--- config.mk ---
export PLATFORM = sky130hd
export DESIGN_NAME = x86_instruction_byte_encoder
export DESIGN_NICKNAME = d
export VERILOG_FILES = /design/src/sv/x86e_pkg.sv /design/src/sv/x86e_front.sv /design/src/sv/x86e_queue.sv /design/src/sv/x86e_back.sv /design/src/sv/x86_instruction_byte_encoder.sv
export SDC_FILE = /design/constraint.sdc
export NUM_CORES = 1
export LEC_CHECK = 0
export BUFFER_PORTS_ARGS = -buffer_cell sky130_fd_sc_hd__buf_2
export CORE_UTILIZATION = 40
export CTS_CLUSTER_SIZE = 16
export DETAILED_ROUTE_END_ITERATION = 8
export SKIP_CTS_REPAIR_TIMING = 1
export SLEW_MARGIN = 25
export SYNTH_ARGS = -nofsm -noshare
export SYNTH_HDL_FRONTEND = slang
export SYNTH_SLANG_ARGS = --single-unit
--- constraint.sdc ---
create_clock -name aclk -period 4.5 [get_ports aclk]
set_input_delay 0.225 -clock aclk [delete_from_list [all_inputs] [get_ports aclk]]
set_output_delay 0.225 -clock aclk [all_outputs]
set_load 0.02 [all_outputs]
--- src/sv/x86e_pkg.sv ---
// shared types, opcode constants and mode codes for the x86 instruction byte encoder
package x86e_pkg;

    localparam int MAX_BYTES      = 8;
    localparam int POS_W          = 3;
    localparam int QUEUE_DEPTH_DEF = 2;

    typedef logic [7:0] code_t;

    typedef enum logic [3:0] {
        MODE_ZERO  = 4'd0,
        MODE_MOVRI = 4'd1,
        MODE_MOVSI = 4'd2,
        MODE_MOVRR = 4'd3,
        MODE_MOVRS = 4'd4,
        MODE_MOVSR = 4'd5,
        MODE_ADD   = 4'd6,
        MODE_AND   = 4'd7,
        MODE_SHR   = 4'd8,
        MODE_SHL   = 4'd9,
        MODE_CMP   = 4'd10,
        MODE_JCC   = 4'd11
    } mode_t;

    localparam code_t PFX_B      = 8'h41;
    localparam code_t PFX_R      = 8'h44;
    localparam code_t PFX_RB     = 8'h45;
    localparam code_t MODRM_DISP = 8'h45;
    localparam code_t OPC_ADSZ   = 8'h67;
    localparam code_t OPC_XOR    = 8'h31;
    localparam code_t OPC_MOVI   = 8'hb8;
    localparam code_t OPC_MOVMI  = 8'hc7;
    localparam code_t OPC_LOAD   = 8'h8b;
    localparam code_t OPC_STORE  = 8'h89;
    localparam code_t OPC_ADD    = 8'h01;
    localparam code_t OPC_AND    = 8'h21;
    localparam code_t OPC_CMP    = 8'h39;
    localparam code_t OPC_SHIFT  = 8'hc1;
    localparam code_t OPC_ESC    = 8'h0f;
    localparam code_t OPC_JE     = 8'h84;
    localparam code_t OPC_JNE    = 8'h85;
    localparam logic [2:0] EXT_SHR = 3'd5;
    localparam logic [2:0] EXT_SHL = 3'd4;
    localparam logic [31:0] JCC_LEN = 32'd6;

    typedef struct packed {
        logic [3:0]  mode;
        logic [3:0]  dest_reg;
        logic [3:0]  src_reg;
        logic [15:0] immediate;
        logic [7:0]  stack_slot;
        logic        jump_if_equal;
        logic [31:0] jump_target;
        logic        body_start;
    } in_item_t;

    typedef struct packed {
        logic [7:0] code_byte;
        logic       last_byte;
    } out_item_t;

    // one encoded instruction: bytes[0] goes out first
    typedef struct packed {
        logic [MAX_BYTES-1:0][7:0] bytes;
        logic [POS_W-1:0]          len_m1;
    } entry_t;

    typedef struct packed {
        logic full;
        logic empty;
    } q_status_t;

endpackage

--- src/sv/x86e_front.sv ---
// front end: accepts instructions, keeps the body offset and encodes the byte list
module x86e_front (
    input  logic               aclk,
    input  logic               aresetn,
    input  logic               s_valid,
    output logic               s_ready,
    input  x86e_pkg::in_item_t s_item,
    input  x86e_pkg::q_status_t q_status,
    output logic               push,
    output x86e_pkg::entry_t   push_entry
);
    import x86e_pkg::*;

    logic [31:0] offset_reg, offset_next;
    logic [31:0] off_eff, rel;
    logic [3:0]  n;
    logic [MAX_BYTES-1:0][7:0] b;
    logic [2:0]  d, s;
    logic        dh, sh;
    code_t       rr_opc, rr_pfx, st_mrm, disp, sh_mrm;
    logic [2:0]  st_r;
    logic        st_h;
    logic        accept;

    assign s_ready = !q_status.full;
    assign accept  = s_valid && s_ready;

    assign d       = s_item.dest_reg[2:0];
    assign s       = s_item.src_reg[2:0];
    assign dh      = s_item.dest_reg[3];
    assign sh      = s_item.src_reg[3];
    assign off_eff = s_item.body_start ? 32'd0 : offset_reg;
    assign rel     = s_item.jump_target - off_eff - JCC_LEN;
    assign disp    = {s_item.stack_slot[5:0], 2'b00};
    assign st_r    = (s_item.mode == MODE_MOVSR) ? s : d;
    assign st_h    = (s_item.mode == MODE_MOVSR) ? sh : dh;
    assign st_mrm  = MODRM_DISP | {2'b00, st_r, 3'b000};
    assign sh_mrm  = {2'b11, (s_item.mode == MODE_SHR) ? EXT_SHR : EXT_SHL, d};
    assign rr_pfx  = (dh && sh) ? PFX_RB : (dh ? PFX_B : PFX_R);

    always_comb begin
        case (s_item.mode)
            MODE_ADD: rr_opc = OPC_ADD;
            MODE_AND: rr_opc = OPC_AND;
            MODE_CMP: rr_opc = OPC_CMP;
            default:  rr_opc = OPC_STORE;
        endcase
    end

    always_comb begin
        b = '0;
        n = 4'd0;
        case (s_item.mode)
            MODE_ZERO: begin
                if (dh) begin
                    b[0] = PFX_RB; b[1] = OPC_XOR; b[2] = {2'b11, d, d}; n = 4'd3;
                end else begin
                    b[0] = OPC_XOR; b[1] = {2'b11, d, d}; n = 4'd2;
                end
            end
            MODE_MOVRI: begin
                if (dh) begin
                    b[0] = PFX_B; b[1] = OPC_MOVI | {5'b0, d};
                    b[2] = s_item.immediate[7:0]; b[3] = s_item.immediate[15:8];
                    n = 4'd6;
                end else begin
                    b[0] = OPC_MOVI | {5'b0, d};
                    b[1] = s_item.immediate[7:0]; b[2] = s_item.immediate[15:8];
                    n = 4'd5;
                end
            end
            MODE_MOVSI: begin
                b[0] = OPC_ADSZ; b[1] = OPC_MOVMI; b[2] = MODRM_DISP; b[3] = disp;
                b[4] = s_item.immediate[7:0]; b[5] = s_item.immediate[15:8];
                n = 4'd8;
            end
            MODE_MOVRR, MODE_ADD, MODE_AND, MODE_CMP: begin
                if (dh || sh) begin
                    b[0] = rr_pfx; b[1] = rr_opc; b[2] = {2'b11, s, d}; n = 4'd3;
                end else begin
                    b[0] = rr_opc; b[1] = {2'b11, s, d}; n = 4'd2;
                end
            end
            MODE_MOVRS, MODE_MOVSR: begin
                b[0] = OPC_ADSZ;
                if (st_h) begin
                    b[1] = PFX_R;
                    b[2] = (s_item.mode == MODE_MOVSR) ? OPC_STORE : OPC_LOAD;
                    b[3] = st_mrm; b[4] = disp; n = 4'd5;
                end else begin
                    b[1] = (s_item.mode == MODE_MOVSR) ? OPC_STORE : OPC_LOAD;
                    b[2] = st_mrm; b[3] = disp; n = 4'd4;
                end
            end
            MODE_SHR, MODE_SHL: begin
                if (dh) begin
                    b[0] = PFX_B; b[1] = OPC_SHIFT; b[2] = sh_mrm;
                    b[3] = s_item.immediate[7:0]; n = 4'd4;
                end else begin
                    b[0] = OPC_SHIFT; b[1] = sh_mrm; b[2] = s_item.immediate[7:0];
                    n = 4'd3;
                end
            end
            MODE_JCC: begin
                b[0] = OPC_ESC; b[1] = s_item.jump_if_equal ? OPC_JE : OPC_JNE;
                b[2] = rel[7:0]; b[3] = rel[15:8]; b[4] = rel[23:16]; b[5] = rel[31:24];
                n = 4'd6;
            end
            default: begin
                b = '0;
                n = 4'd0;
            end
        endcase
    end

    assign offset_next       = off_eff + {28'd0, n};
    assign push              = accept && (n != 4'd0);
    assign push_entry.bytes  = b;
    assign push_entry.len_m1 = POS_W'(n - 4'd1);

    always_ff @(posedge aclk) begin
        if (!aresetn) begin
            offset_reg <= '0;
        end else if (accept) begin
            offset_reg <= offset_next;
        end
    end

endmodule

--- src/sv/x86e_queue.sv ---
// short queue of encoded instructions between front and back end
module x86e_queue #(
    parameter int DEPTH = x86e_pkg::QUEUE_DEPTH_DEF
) (
    input  logic                aclk,
    input  logic                aresetn,
    input  logic                push,
    input  x86e_pkg::entry_t    push_entry,
    input  logic                pop,
    output x86e_pkg::entry_t    head,
    output x86e_pkg::q_status_t q_status
);
    import x86e_pkg::*;

    localparam int PTR_W = (DEPTH > 1) ? $clog2(DEPTH) : 1;
    localparam int CNT_W = $clog2(DEPTH + 1);
    localparam logic [PTR_W-1:0] LAST_PTR = PTR_W'(DEPTH - 1);
    localparam logic [CNT_W-1:0] FULL_CNT = CNT_W'(DEPTH);

    entry_t            mem_reg [DEPTH];
    logic [PTR_W-1:0]  wr_ptr_reg, rd_ptr_reg;
    logic [CNT_W-1:0]  count_reg;
    logic              do_push, do_pop;

    assign q_status.full  = (count_reg == FULL_CNT);
    assign q_status.empty = (count_reg == '0);
    assign do_push        = push && !q_status.full;
    assign do_pop         = pop && !q_status.empty;
    assign head           = mem_reg[rd_ptr_reg];

    always_ff @(posedge aclk) begin
        if (do_push) begin
            mem_reg[wr_ptr_reg] <= push_entry;
        end
    end

    always_ff @(posedge aclk) begin
        if (!aresetn) begin
            wr_ptr_reg <= '0;
            rd_ptr_reg <= '0;
            count_reg  <= '0;
        end else begin
            if (do_push) begin
                wr_ptr_reg <= (wr_ptr_reg == LAST_PTR) ? '0 : wr_ptr_reg + 1'b1;
            end
            if (do_pop) begin
                rd_ptr_reg <= (rd_ptr_reg == LAST_PTR) ? '0 : rd_ptr_reg + 1'b1;
            end
            if (do_push && !do_pop) begin
                count_reg <= count_reg + 1'b1;
            end else if (do_pop && !do_push) begin
                count_reg <= count_reg - 1'b1;
            end
        end
    end

endmodule

--- src/sv/x86e_back.sv ---
// back end: plays out one encoded instruction a byte per cycle while m_ready is high
module x86e_back (
    input  logic                aclk,
    input  logic                aresetn,
    input  x86e_pkg::entry_t    head,
    input  x86e_pkg::q_status_t q_status,
    output logic                pop,
    output logic                m_valid,
    input  logic                m_ready,
    output x86e_pkg::out_item_t m_item
);
    import x86e_pkg::*;

    entry_t           cur_reg;
    logic [POS_W-1:0] pos_reg;
    logic             valid_reg;
    logic             last, done, load;

    assign last    = (pos_reg == cur_reg.len_m1);
    assign done    = valid_reg && m_ready && last;
    assign load    = !q_status.empty && (!valid_reg || done);
    assign pop     = load;

    assign m_valid          = valid_reg;
    assign m_item.code_byte = cur_reg.bytes[pos_reg];
    assign m_item.last_byte = last;

    always_ff @(posedge aclk) begin
        if (load) begin
            cur_reg <= head;
        end
    end

    always_ff @(posedge aclk) begin
        if (!aresetn) begin
            valid_reg <= 1'b0;
            pos_reg   <= '0;
        end else if (load) begin
            valid_reg <= 1'b1;
            pos_reg   <= '0;
        end else if (done) begin
            valid_reg <= 1'b0;
            pos_reg   <= '0;
        end else if (valid_reg && m_ready) begin
            pos_reg <= pos_reg + 1'b1;
        end
    end

endmodule

--- src/sv/x86_instruction_byte_encoder.sv ---
// top level of the x86 instruction byte encoder: front end, queue and back end
//
//  channel | direction | handshake          | payload
//  --------+-----------+--------------------+--------------------------------
//  s_      | in        | s_valid / s_ready  | s_item: one abstract instruction
//  m_      | out       | m_valid / m_ready  | m_item: one code byte, last flag
//
// an instruction is encoded in the cycle of its input transfer, is registered in
// the queue, then the back end plays out its 2 to 8 bytes, one per cycle while
// m_ready is high; the byte-wide result channel sets the sustained rate, and
// back-to-back instructions follow on the output with no gap cycle
// unused modes produce no bytes and are taken at the input only
// reset (aresetn, synchronous) clears the body offset, the queue and the output
// s_ready drops only when the queue is full; a stalled m_ready fills the queue
module x86_instruction_byte_encoder #(
    parameter int QUEUE_DEPTH = x86e_pkg::QUEUE_DEPTH_DEF
) (
    input  logic                aclk,
    input  logic                aresetn,
    input  logic                s_valid,
    output logic                s_ready,
    input  x86e_pkg::in_item_t  s_item,
    output logic                m_valid,
    input  logic                m_ready,
    output x86e_pkg::out_item_t m_item
);
    import x86e_pkg::*;

    // encoded instruction handed from the front end into the queue
    entry_t    push_entry;
    entry_t    head;
    q_status_t q_status;
    logic      push, pop;

    // front end: offset bookkeeping, rel32 and the byte list for each transfer
    x86e_front u_front (
        .aclk       (aclk),
        .aresetn    (aresetn),
        .s_valid    (s_valid),
        .s_ready    (s_ready),
        .s_item     (s_item),
        .q_status   (q_status),
        .push       (push),
        .push_entry (push_entry)
    );

    // decoupling queue so the front end keeps accepting while bytes drain
    x86e_queue #(
        .DEPTH (QUEUE_DEPTH)
    ) u_queue (
        .aclk       (aclk),
        .aresetn    (aresetn),
        .push       (push),
        .push_entry (push_entry),
        .pop        (pop),
        .head       (head),
        .q_status   (q_status)
    );

    // back end: one byte per output transfer, next entry loaded on the last one
    x86e_back u_back (
        .aclk     (aclk),
        .aresetn  (aresetn),
        .head     (head),
        .q_status (q_status),
        .pop      (pop),
        .m_valid  (m_valid),
        .m_ready  (m_ready),
        .m_item   (m_item)
    );

endmodule

==> impl_metrics.env <==
export IMPL_status="completed"
export IMPL_worstPathMaxFanout=25
export IMPL_grt_overflow_total=0
export IMPL_ir_worst_vdd_mv=0.232
export IMPL_viasPerCell=5.45
export IMPL_rsz0062_at_grt="false"
export IMPL_clock_sinks=193
export IMPL_synth_area_per_cell_sq_um=10.0
export IMPL_slew_headroom_pct=33.4
export IMPL_grtUsageTotal_pct=20.3
export IMPL_core_area_sq_um=29100
export IMPL_clock_latency_ps=450
export IMPL_cp_top_family="compound AO/OA/AOI/OAI gates"
export IMPL_start_kind="input port"
export IMPL_p_int_mw=3.77
export IMPL_met3_length_um=1600
export IMPL_initial_core_util_pct=41.1
export IMPL_antenna_found_initial=2
export IMPL_p_clk_share_pct=30.0
export IMPL_ys_flop_type="edfxtp_1"
export IMPL_crit_path_top_delay_cell="a2111oi_2"
export IMPL_r2r_start="u_front.offset_reg[1]$_SDFFE_PN0P_"
export IMPL_drtIter0Drc=785
export IMPL_slew_viol_final=0
export IMPL_final_setup_tns_ps=0
export IMPL_grt_pass1_vias=8574
export IMPL_detail_route_antenna_nets=0
export IMPL_layout_min_cycle_time_ps=3370
export IMPL_comb_power_share_pct=25.2
export IMPL_io_pins=85
export IMPL_drt_total_wl_um=30500
export IMPL_gp_congestion=0.911
export IMPL_fin_nets=1397
export IMPL_setup_ws_ps=1130
export IMPL_path_cells="buf_2 > nand2b_1 > a211oi_1 > a211oi_1 > ha_1 > inv_1 > fa_1 > nor2b_1 > o21ai_0 > a2111oi_2 > and2_1 > nand2_2 > xor2_1 > and2_1"
export IMPL_drive_gt1_share_pct=18.0
export IMPL_crit_required_ps=4850
export IMPL_startpoint="s_item[67]"
export IMPL_yosys_warnings=0
export IMPL_worstMarginPinSlew_ps=997
export IMPL_ys_ff_latch=193
export IMPL_synth_nets=1335
export IMPL_wl_met2_um=13700
export IMPL_maxUsedRoutingLayer="met4"
export IMPL_area_growth_pct=12.5
export IMPL_dp_slack_ps=612
export IMPL_wl_met1_um=14300
export IMPL_placementRows=62
export IMPL_remaining_drc_errors=0
export IMPL_clk_pin_slew_ps=90
export IMPL_async_flop_share_pct=0
export IMPL_synth_edff_count=153
export IMPL_die_y_um=175
export IMPL_largest_register_ffs=102
export IMPL_period_share_pct=75.0
export IMPL_fmax_mhz=296
export IMPL_io_buffers=82
export IMPL_p_leak_nw=5.18
export IMPL_hold_violations=0
export IMPL_synth_cells=1195
export IMPL_cts_buffer_depth=2
export IMPL_dpl_hpwl_um=22800
export IMPL_first_pass_iters=5
export IMPL_seqPwrFrac_pct=44.8
export IMPL_grt_max_degree=53
export IMPL_power_density_nw_per_um2=414
export IMPL_synth_seq_area_share_pct=45.1
export IMPL_htreeDepth=4
export IMPL_min_delay_start="m_ready"
export IMPL_grt_pass1_wl_um=47700
export IMPL_crit_path_end_kind="register"
export IMPL_crit_type="input port to register"
export IMPL_p_switching_mw=1.81
export IMPL_cts_root_buf="clkbuf_16"
export IMPL_die_w_um=175
export IMPL_cts_buffers_inserted=17
export IMPL_dieArea_sq_um=30600
export IMPL_skew_ps=17.7
export IMPL_finalSetupViolCount=0
export IMPL_worstPathArrival_ps=3730
export IMPL_syn_cell_area_sq_um=12000
export IMPL_routedWlPerCell_um=18.4
export IMPL_cts_tree="done"
export IMPL_max_stage_delay_ps=570
export IMPL_final_cell_mix="edfxtp_1, inv_1, nand2_1, buf_2, a21oi_1"
export IMPL_final_common_cell="edfxtp_1"
export IMPL_p_sw_share_pct=32.4
export IMPL_hold_path_class="input port to register"
export IMPL_power_total_mw=5.58
export IMPL_crit_buf_inv=2
export IMPL_drv_cap=0
export IMPL_yosysUniqueCellTypes=80
export IMPL_num_vias=9023
-- stage by stage --
stage	instance area, sq um	std cells	utilization [%]	hold slack [ps]
2_1_floorplan	12000	1195	-	364
3_3_place_gp	12800	1622	44.0	452
3_5_place_dp	12800	1622	44.0	457
4_1_cts	13500	1654	46.3	78.1
5_1_grt	13500	1654	46.3	93.7
6_report	13500	1656	46.3	88.0
-- power groups by stage --
stage	sequential [mW]	clock [mW]	combinational (mW)
after floorplan	2.51	0	0.988
after global placement	2.53	0	1.40
after detailed placement	2.55	0	1.42
after CTS	2.51	1.70	1.42
after global routing	2.53	1.77	1.54
final	2.50	1.67	1.41
-- per-layer routing --
layer,track usage (%),vias to the layer above
li1,-,4458
met1,28.3,4240
met2,31.9,278
met3,3.11,47
met4,7.28,0
met5,0,-
-- cell families (layout without fill, tap and decap cells) --
kind of cell,after synthesis,count (layout),synth area share [%]
buf+inv,175,250,5.72
simple gates,351,351,15.4
other cells,0,2,0
compound gates,280,280,15.1
flops,193,193,45.1
xor+xnor,53,53,3.88
fa+ha+maj,66,66,7.03
mux,77,77,7.85
-- synthesized netlist by cell type, drive strengths merged, types with 33 or more instances --
cell / number / share of area (%)
mux2: 55 / 5.2
a21oi: 72 / 3.0
inv: 111 / 3.5
dfxtp: 40 / 6.7
o21ai: 75 / 3.1
nor2b: 33 / 1.8
edfxtp: 153 / 38
nand2: 111 / 3.5
ha: 64 / 6.7
nor2: 48 / 1.5
clkbuf: 49 / 1.5
-- final timing paths --
| path | endpoint | slack [ps] | cells past startpoint |
|---|---|---|---|
| hold / removal | u_back.pos_reg[1]$_SDFFE_PP0P_ | 90 | 3 |
| setup / recovery | u_front.offset_reg[24]$_SDFFE_PN0P_ | 1130 | 14 |
| setup reg to reg | u_queue.mem_reg[1][44]$_DFFE_PP_ | 1140 | 13 |
| hold reg to reg | u_front.offset_reg[0]$_SDFFE_PN0P_ | 470 | 2 |
-- final cells by class --
| type | instances | area (sq um) |
|---|---|---|
| fill | 2782 | 15600 |
| multi-input combinational | 827 | 5900 |
| sequential | 193 | 5400 |
| timing repair buffer | 107 | 611 |
| tap | 384 | 480 |
| clock buffer | 17 | 425 |
| inverter | 111 | 417 |
| clock inverter | 15 | 234 |
| antenna | 2 | 5.00 |
-- worst min-delay path: stages --
cell     delay (ps)
buf_2           130
nand3_1          80
a21oi_1          50
Note: power is estimated with default switching activity, not from simulation.
